### src/rtl/core/smm_pkg.sv
`default_nettype none

package smm_pkg;

   // Largest matrix size held in the element stores.
   localparam int MAX_DIM_DEFAULT = 8;

   // Widths fixed by the word formats.
   localparam int IDX_W   = 3;
   localparam int DIM_W   = 4;
   localparam int ELEM_W  = 16;
   localparam int PROD_W  = 2 * ELEM_W;
   localparam int SUM_W   = 40;

   localparam logic [1:0] OP_LOAD_A  = 2'd0;
   localparam logic [1:0] OP_LOAD_B  = 2'd1;
   localparam logic [1:0] OP_COMPUTE = 2'd2;

   localparam logic [DIM_W-1:0] DIM_RESET = 4'd8;

   typedef struct packed {
      logic [1:0]              opcode;
      logic [IDX_W-1:0]        row;
      logic [IDX_W-1:0]        col;
      logic signed [ELEM_W-1:0] value;
   } req_word_type;

   typedef struct packed {
      logic [IDX_W-1:0]        out_row;
      logic [IDX_W-1:0]        out_col;
      logic signed [SUM_W-1:0] product;
      logic                    last;
   } rsp_word_type;

   typedef enum logic [1:0] {
      ST_IDLE,
      ST_ISSUE,
      ST_WAIT,
      ST_PUT
   } state_type;

   typedef struct packed {
      logic start;
      logic issue;
      logic put;
   } cmd_type;

   typedef struct packed {
      logic n_zero;
      logic k_at_end;
      logic elem_last;
      logic sum_done;
      logic out_free;
   } status_type;

endpackage

`default_nettype wire

### src/rtl/core/square_matrix_multiply_core.sv
`default_nettype none

// Channel   Direction  Word / data      Handshake
// req       in         req_word_type    req_valid / req_ready
// rsp       out        rsp_word_type    rsp_valid / rsp_ready
// csr       in         dim, 4 bits      csr_wr_en, no wait
//
// Load words are taken one per cycle while no compute word is in progress. A
// compute word blocks intake while the product is formed: each element issues
// n reads of both stores through the shared multiply-accumulate pipeline. A
// stalled output holds the next element in the accumulator. Reset clears
// control state and sets dim to 8; the element stores are not cleared.

module square_matrix_multiply_core
   import smm_pkg::*;
#(
   parameter int MAX_DIM = MAX_DIM_DEFAULT
) (
   input  wire logic             clock,
   input  wire logic             reset,
   input  wire logic             req_valid,
   output logic                  req_ready,
   input  wire req_word_type     req_data,
   output logic                  rsp_valid,
   input  wire logic             rsp_ready,
   output rsp_word_type          rsp_data,
   input  wire logic             csr_wr_en,
   input  wire logic [DIM_W-1:0] csr_wr_data
);

   cmd_type    cmd;
   status_type status;

   smm_ctrl u_ctrl (
      .clock      (clock),
      .reset      (reset),
      .req_valid  (req_valid),
      .req_opcode (req_data.opcode),
      .req_ready  (req_ready),
      .status     (status),
      .cmd        (cmd)
   );

   smm_datapath #(
      .MAX_DIM (MAX_DIM)
   ) u_datapath (
      .clock       (clock),
      .reset       (reset),
      .req_valid   (req_valid),
      .req_ready   (req_ready),
      .req_data    (req_data),
      .csr_wr_en   (csr_wr_en),
      .csr_wr_data (csr_wr_data),
      .cmd         (cmd),
      .status      (status),
      .rsp_valid   (rsp_valid),
      .rsp_ready   (rsp_ready),
      .rsp_data    (rsp_data)
   );

endmodule

`default_nettype wire

### src/rtl/core/smm_ram.sv
`default_nettype none

module smm_ram #(
   parameter int WIDTH = 16,
   parameter int DEPTH = 64,
   parameter int AW    = 6
) (
   input  wire logic             clock,
   input  wire logic             wr_en,
   input  wire logic [AW-1:0]    wr_addr,
   input  wire logic [WIDTH-1:0] wr_data,
   input  wire logic [AW-1:0]    rd_addr,
   output logic      [WIDTH-1:0] rd_data
);

   logic [WIDTH-1:0] mem [DEPTH];
   logic [WIDTH-1:0] rd_data_ff;

   always_ff @(posedge clock) begin
      if (wr_en) begin
         mem[wr_addr] <= wr_data;
      end
      rd_data_ff <= mem[rd_addr];
   end

   assign rd_data = rd_data_ff;

endmodule

`default_nettype wire

### src/rtl/core/smm_ctrl.sv
`default_nettype none

module smm_ctrl
   import smm_pkg::*;
(
   input  wire logic       clock,
   input  wire logic       reset,
   input  wire logic       req_valid,
   input  wire logic [1:0] req_opcode,
   output logic            req_ready,
   input  wire status_type status,
   output cmd_type         cmd
);

   state_type state_ff;
   state_type state_in;

   always_ff @(posedge clock) begin
      if (reset) begin
         state_ff <= ST_IDLE;
      end else begin
         state_ff <= state_in;
      end
   end

   always_comb begin
      state_in  = state_ff;
      cmd       = '0;
      req_ready = 1'b0;
      case (state_ff)
         ST_IDLE: begin
            req_ready = 1'b1;
            if (req_valid && req_opcode == OP_COMPUTE && !status.n_zero) begin
               cmd.start = 1'b1;
               state_in  = ST_ISSUE;
            end
         end
         ST_ISSUE: begin
            cmd.issue = 1'b1;
            if (status.k_at_end) begin
               state_in = ST_WAIT;
            end
         end
         ST_WAIT: begin
            if (status.sum_done) begin
               state_in = ST_PUT;
            end
         end
         ST_PUT: begin
            if (status.out_free) begin
               cmd.put  = 1'b1;
               state_in = status.elem_last ? ST_IDLE : ST_ISSUE;
            end
         end
         default: begin
            state_in = ST_IDLE;
         end
      endcase
   end

endmodule

`default_nettype wire

### src/rtl/core/smm_datapath.sv
`default_nettype none

module smm_datapath
   import smm_pkg::*;
#(
   parameter int MAX_DIM = MAX_DIM_DEFAULT
) (
   input  wire logic             clock,
   input  wire logic             reset,
   input  wire logic             req_valid,
   input  wire logic             req_ready,
   input  wire req_word_type     req_data,
   input  wire logic             csr_wr_en,
   input  wire logic [DIM_W-1:0] csr_wr_data,
   input  wire cmd_type          cmd,
   output status_type            status,
   output logic                  rsp_valid,
   input  wire logic             rsp_ready,
   output rsp_word_type          rsp_data
);

   localparam int DEPTH = MAX_DIM * MAX_DIM;
   localparam int AW    = (DEPTH > 1) ? $clog2(DEPTH) : 1;
   localparam logic [DIM_W-1:0] MAX_N = DIM_W'(MAX_DIM);

   typedef struct packed {
      logic valid;
      logic first;
      logic last;
   } tag_type;

   logic [DIM_W-1:0]  dim_ff;
   logic [DIM_W-1:0]  n;
   logic [IDX_W-1:0]  i_ff, j_ff, k_ff;
   logic              k_at_end;
   logic              j_at_end;
   logic              i_at_end;

   logic              load_ok;
   logic              wr_a, wr_b;
   logic [AW-1:0]     wr_addr;
   logic [AW-1:0]     rd_addr_a, rd_addr_b;
   logic [ELEM_W-1:0] rd_a, rd_b;

   tag_type                  s1_ff, s2_ff;
   logic signed [PROD_W-1:0] prod_in;
   logic signed [PROD_W-1:0] prod_ff;
   logic signed [SUM_W-1:0]  prod_ext;
   logic signed [SUM_W-1:0]  acc_ff;
   logic                     sum_done_ff;

   logic         rsp_valid_ff;
   rsp_word_type rsp_data_ff;

   always_ff @(posedge clock) begin
      if (reset) begin
         dim_ff <= DIM_RESET;
      end else if (csr_wr_en) begin
         dim_ff <= csr_wr_data;
      end
   end

   // A size above the store's limit runs as the limit.
   assign n        = (dim_ff > MAX_N) ? MAX_N : dim_ff;
   assign k_at_end = ({1'b0, k_ff} == n - 4'd1);
   assign j_at_end = ({1'b0, j_ff} == n - 4'd1);
   assign i_at_end = ({1'b0, i_ff} == n - 4'd1);

   // Element stores; loads outside the stores are dropped.
   assign load_ok = req_valid && req_ready
                    && ({1'b0, req_data.row} < MAX_N)
                    && ({1'b0, req_data.col} < MAX_N);
   assign wr_a    = load_ok && (req_data.opcode == OP_LOAD_A);
   assign wr_b    = load_ok && (req_data.opcode == OP_LOAD_B);
   assign wr_addr = AW'(int'(req_data.row) * MAX_DIM + int'(req_data.col));

   assign rd_addr_a = AW'(int'(i_ff) * MAX_DIM + int'(k_ff));
   assign rd_addr_b = AW'(int'(k_ff) * MAX_DIM + int'(j_ff));

   smm_ram #(
      .WIDTH (ELEM_W),
      .DEPTH (DEPTH),
      .AW    (AW)
   ) u_ram_a (
      .clock   (clock),
      .wr_en   (wr_a),
      .wr_addr (wr_addr),
      .wr_data (req_data.value),
      .rd_addr (rd_addr_a),
      .rd_data (rd_a)
   );

   smm_ram #(
      .WIDTH (ELEM_W),
      .DEPTH (DEPTH),
      .AW    (AW)
   ) u_ram_b (
      .clock   (clock),
      .wr_en   (wr_b),
      .wr_addr (wr_addr),
      .wr_data (req_data.value),
      .rd_addr (rd_addr_b),
      .rd_data (rd_b)
   );

   // Element indices: k steps per issued term, j per delivered element, i when j wraps.
   always_ff @(posedge clock) begin
      if (reset) begin
         i_ff <= '0;
         j_ff <= '0;
         k_ff <= '0;
      end else if (cmd.start) begin
         i_ff <= '0;
         j_ff <= '0;
         k_ff <= '0;
      end else begin
         if (cmd.issue) begin
            k_ff <= k_at_end ? '0 : k_ff + 3'd1;
         end
         if (cmd.put) begin
            if (j_at_end) begin
               j_ff <= '0;
               i_ff <= i_ff + 3'd1;
            end else begin
               j_ff <= j_ff + 3'd1;
            end
         end
      end
   end

   // Multiply-accumulate pipeline: read, multiply, accumulate.
   always_ff @(posedge clock) begin
      if (reset) begin
         s1_ff       <= '0;
         s2_ff       <= '0;
         sum_done_ff <= 1'b0;
      end else begin
         s1_ff.valid <= cmd.issue;
         s1_ff.first <= (k_ff == '0);
         s1_ff.last  <= k_at_end;
         s2_ff       <= s1_ff;
         sum_done_ff <= s2_ff.valid && s2_ff.last;
      end
   end

   assign prod_in  = $signed(rd_a) * $signed(rd_b);
   assign prod_ext = {{(SUM_W - PROD_W){prod_ff[PROD_W-1]}}, prod_ff};

   always_ff @(posedge clock) begin
      prod_ff <= prod_in;
      if (s2_ff.valid) begin
         acc_ff <= s2_ff.first ? prod_ext : acc_ff + prod_ext;
      end
   end

   // Output register; the accumulator holds until the word is moved here.
   always_ff @(posedge clock) begin
      if (reset) begin
         rsp_valid_ff <= 1'b0;
      end else if (cmd.put) begin
         rsp_valid_ff <= 1'b1;
      end else if (rsp_ready) begin
         rsp_valid_ff <= 1'b0;
      end
   end

   always_ff @(posedge clock) begin
      if (cmd.put) begin
         rsp_data_ff.out_row <= i_ff;
         rsp_data_ff.out_col <= j_ff;
         rsp_data_ff.product <= acc_ff;
         rsp_data_ff.last    <= i_at_end && j_at_end;
      end
   end

   assign rsp_valid = rsp_valid_ff;
   assign rsp_data  = rsp_data_ff;

   assign status.n_zero    = (n == '0);
   assign status.k_at_end  = k_at_end;
   assign status.elem_last = i_at_end && j_at_end;
   assign status.sum_done  = sum_done_ff;
   assign status.out_free  = !rsp_valid_ff || rsp_ready;

endmodule

`default_nettype wire

### config.mk
export PLATFORM = sky130hd
export DESIGN_NAME = square_matrix_multiply_core
export DESIGN_NICKNAME = d
export VERILOG_FILES = /design/src/rtl/core/smm_pkg.sv /design/src/rtl/core/square_matrix_multiply_core.sv /design/src/rtl/core/smm_ram.sv /design/src/rtl/core/smm_ctrl.sv /design/src/rtl/core/smm_datapath.sv
export SDC_FILE = /design/constraint.sdc
export NUM_CORES = 2
export LEC_CHECK = 0
export BUFFER_PORTS_ARGS = -buffer_cell sky130_fd_sc_hd__buf_2
export CAP_MARGIN = 20
export CELL_PAD_IN_SITES_DETAIL_PLACEMENT = 1
export CELL_PAD_IN_SITES_GLOBAL_PLACEMENT = 1
export CORE_ASPECT_RATIO = 0.9
export CORE_MARGIN = 2
export CORE_UTILIZATION = 40
export DETAILED_ROUTE_END_ITERATION = 7
export PLACE_DENSITY = 0.56
export SLEW_MARGIN = 20
export SYNTH_ARGS = -nofsm -noshare
export SYNTH_HDL_FRONTEND = slang
export SYNTH_SLANG_ARGS = --single-unit
### constraint.sdc
create_clock -name clock -period 6.8 [get_ports clock]
set_input_delay 0.34 -clock clock [delete_from_list [all_inputs] [get_ports clock]]
set_output_delay 0.34 -clock clock [all_outputs]
set_load 0.01 [all_outputs]
==> flow_metrics.py <==
metrics = {
    "layout": {
        "area_growth_pct": 13.3,
        "drive_above_1_share_pct": 25.3,
        "fillers": 22060,
        "final_nets": 5576,
        "regArea_mm2": 0.0659,
        "multi_input_area_mm2": 0.0278,
    },
    "clock_network": {
        "clock_latency_ns": 0.89,
        "cts_buffers": 224,
        "cts.sinks": 2222,
        "htree_levels": 4,
        "cts_tree": "done",
        "cts_max_path_buffers": 3,
        "root_buffer": "clkbuf_16",
        "clk_pin_slew_ns": 0.06,
    },
    "synthesis": {
        "ys_async_sr_fraction_pct": 0,
        "synth_fa_ha_area_share_pct": 7.20,
        "yosys.area_share.simple_pct": 3.27,
        "yosysWarnings": 0,
        "synthMuxAreaShare_pct": 15.9,
        "yosysSeqAreaShare_pct": 68.8,
        "synth_area_per_cell_um2": 19.8,
        "synth_compound_area_share_pct": 1.82,
        "synth_top_family_by_area": "multiplexers",
        "synth_fp_nets": 5261,
        "synth_xor_area_share_pct": 0.659,
        "ys.flop_type": "edfxtp_1",
        "synthesis.instances": 4835,
        "syn-cell-area_mm2": 0.0957,
        "synth_edf_count": 2135,
        "yosys.cell_types.count": 74,
        "synth-seq-cells": 2222,
    },
    "critical_path": {
        "crit_required_ns": 7.52,
        "r2r-end": "u_datapath.prod_ff[23]",
        "crit_path_end_kind": "flop",
        "crit_type": "reg -> reg",
        "rrSetupSlack_ns": 0.38,
        "worstPathArrival_ns": 7.14,
        "reg2reg_from": "u_datapath.u_ram_a.rd_data[10]",
        "worst_r2r_path_depth": 20,
        "start_kind": "flop",
        "critical_path.max_fanout": 10,
    },
    "detailed_routing": {
        "ant_nets": 0,
        "routedWlPerCell_um": 30.1,
        "dr.pass1.iters": 5,
        "avgViaCountPerCell": 5.49,
        "first_iter_violations": 4374,
        "wl_mm": 257,
        "drc_errors": 0,
        "vias": 46880,
    },
    "run_status": {
        "status": "completed",
    },
    "global_route": {
        "use_met1_pct": 31.4,
        "antenna_found_initial": 24,
        "use_met3_pct": 3.47,
        "overflow": 0,
        "grt_pass1_wl_mm": 371,
        "grt_usage_pct": 21.2,
        "grt_max_degree": 137,
        "busiest_layer": "met2",
        "met2_usage_pct": 33.6,
        "grt_pass1_vias": 49979,
    },
    "min_path": {
        "hold_depth": 1,
        "hold_path_end": "u_datapath.u_ram_a.mem[27][2]",
        "hold_class": "in -> reg",
        "min_from": "req_data[2]",
    },
    "sta": {
        "fin_crit_ns": 6.42,
        "hold_viol": 0,
        "setup_tns_ns": 0,
        "fmax_ghz": 0.156,
        "grt_setup_unrepaired": "false",
        "post-route-period-util_pct": 94.4,
        "fin_skew_ns": 0.0957,
        "worst_pin_slew_ns": 1.13,
        "layout_setup_ws_ns": 0.381,
        "slew_headroom_pct": 24.4,
        "final_max_slew_viol_count": 0,
        "finalSetupViolCount": 0,
    },
    "floorplanning": {
        "die_w_um": 520,
        "io_pins": 82,
        "die_area_mm2": 0.243,
        "die_h_um": 468,
        "core_region_area_mm2": 0.238,
        "start_util_pct": 40.2,
        "rows": 170,
    },
    "placement": {
        "io_buffers": 81,
        "gp_congestion": 0.796,
        "pre_cts_slack_ns": 0.0912,
        "hpwl_mm": 160,
    },
    "job": {
        "max_cap_viol_count": 0,
    },
}
## cells in the mapped netlist (10+ instances only)
master | number | share of area (%)
nor2b_1 | 16 | 0.10
xor2_1 | 24 | 0.22
ha_1 | 130 | 1.7
nand3_1 | 23 | 0.12
a211oi_1 | 12 | 0.094
nand4_1 | 10 | 0.065
nor2_1 | 196 | 0.77
nand2b_1 | 22 | 0.14
inv_1 | 325 | 1.3
and2_1 | 127 | 0.83
mux4_2 | 672 | 16
nand2_1 | 200 | 0.78
dfxtp_1 | 87 | 1.8
buf_4 | 15 | 0.12
clkbuf_1 | 145 | 0.57
xnor2_1 | 48 | 0.44
and3_1 | 16 | 0.10
a21oi_1 | 65 | 0.34
o21ai_0 | 49 | 0.26
fa_1 | 263 | 5.5
o211ai_1 | 12 | 0.094
a21o_1 | 23 | 0.18
o21ai_1 | 15 | 0.078
buf_2 | 35 | 0.18
buf_1 | 21 | 0.082
edfxtp_1 | 2135 | 67
## placed cells by master (no fill, tap or decap), drive strengths merged, types with 6 or more instances in the layout
cell type    synthesis  layout
nor4                 7       7
nand2              200     200
ha                 130     130
edfxtp            2135    2135
nand4               10      10
a31oi                7       7
nor3                 8       8
o211ai              12      12
a21oi               66      66
and2               127     127
clkinv               1     109
mux4               672     672
o21a                 7       7
clkbuf             145     291
bufinv               0       9
nor2b               16      16
inv                326     330
a2111oi              6       6
nor3b                6       6
o311ai               6       6
o21ai               64      64
a211o                9       9
and3                16      16
buf                 80     290
nand3               23      23
dfxtp               87      87
fa                 263     263
a211oi              14      14
xor2                24      24
o21bai               8       8
nor2               196     196
xnor2               48      48
dlygate4sd3          0      24
or3                  6       6
nand2b              22      22
diode                0      12
a21o                23      23
## stage by stage
| step | util, % | cells | area, um^2 | hold WS, ns |
|---|---|---|---|---|
| after global routing | 45.5 | 8528 | 108000 | 0.0320 |
| after detailed placement | 42.4 | 8079 | 101000 | 0.428 |
| after floorplan | - | 4835 | 95700 | 0.395 |
| after global placement | 42.4 | 8079 | 101000 | 0.424 |
| after CTS | 45.4 | 8518 | 108000 | 0.00404 |
| final | 45.5 | 8533 | 108000 | 0.0304 |
## cell families after synthesis
group                      count (synthesis)
AOI/OAI and AO/OA                        260
and+or+nand+nor                          658
muxes                                    678
adders and majority gates                393
xor gates and xnor gates                  72
buffers and inverters                    552
DFF                                     2222
## layer usage
metal / vias up / wire length [um]
li1: 19721 / -
met1: 25718 / 117000
met2: 1167 / 122000
met3: 270 / 13600
met4: 4 / 3890
met5: - / 21
## repair_timing
item / 4_1_cts / 5_1_grt
setup buffers: 0 / 0
hold buffers: 24 / 0
endpoints found under the hold margin: 282 / 0
endpoints found under the setup margin: 0 / 5
resized for setup: 0 / 9
## sequential cells by signal, summed over array words and instances (netlist names), 2 cells and up
register                    flops
u_datapath.s1_ff                3
u_datapath.u_ram_a.mem       1024
u_datapath.u_ram_a.rd_data     16
u_datapath.s2_ff                3
u_datapath.rsp_data            47
u_datapath.dim_ff               4
u_datapath.j_ff                 3
u_datapath.u_ram_b.rd_data     16
u_datapath.k_ff                 3
u_datapath.acc_ff              40
u_ctrl.state_ff                 2
u_datapath.u_ram_b.mem       1024
u_datapath.prod_ff             32
u_datapath.i_ff                 3
## critical path, cell delays in order (launching register included)
cell and delay, ns:
dfxtp_1 0.47, buf_4 0.26, nand2_1 0.09, fa_1 0.47
fa_1 0.57, inv_1 0.06, fa_1 0.49, fa_1 0.46
fa_1 0.52, inv_1 0.05, fa_1 0.47, inv_1 0.04
ha_1 0.32, and3_1 0.22, a221oi_2 0.36, o21bai_1 0.15
a2111oi_2 0.47, a21oi_1 0.21, a21o_1 0.27, a21oi_1 0.18
xnor2_1 0.13
## area by class of cell
type                            count  share of cell area [%]
Tap cell                         3182                    3.67
Clock buffer                      291                    5.51
Sequential cell                  2222                    60.8
Antenna cell                       12                  0.0277
Clock inverter                    124                   0.985
Inverter                          327                    1.13
Multi-Input combinational cell   2061                    25.6
Timing Repair Buffer              314                    2.25
## worst max path at each step
stage | start | end | slack, ns | cells past startpoint
global placement | u_datapath.u_ram_a.rd_data[4] | u_datapath.prod_ff[29] | 0.12 | 19
floorplan | u_datapath.u_ram_b.rd_data[7] | u_datapath.prod_ff[23] | 0.79 | 22
global route | u_datapath.u_ram_a.rd_data[10] | u_datapath.prod_ff[23] | 0.006 | 20
detailed placement | u_datapath.u_ram_a.rd_data[4] | u_datapath.prod_ff[29] | 0.09 | 19
finish | u_datapath.u_ram_a.rd_data[10] | u_datapath.prod_ff[23] | 0.38 | 20
CTS | u_datapath.u_ram_a.rd_data[4] | u_datapath.prod_ff[23] | 0.04 | 19
Power is not shown: default switching activity piles up to over one toggle a cycle in this logic, so the estimate is an artifact.
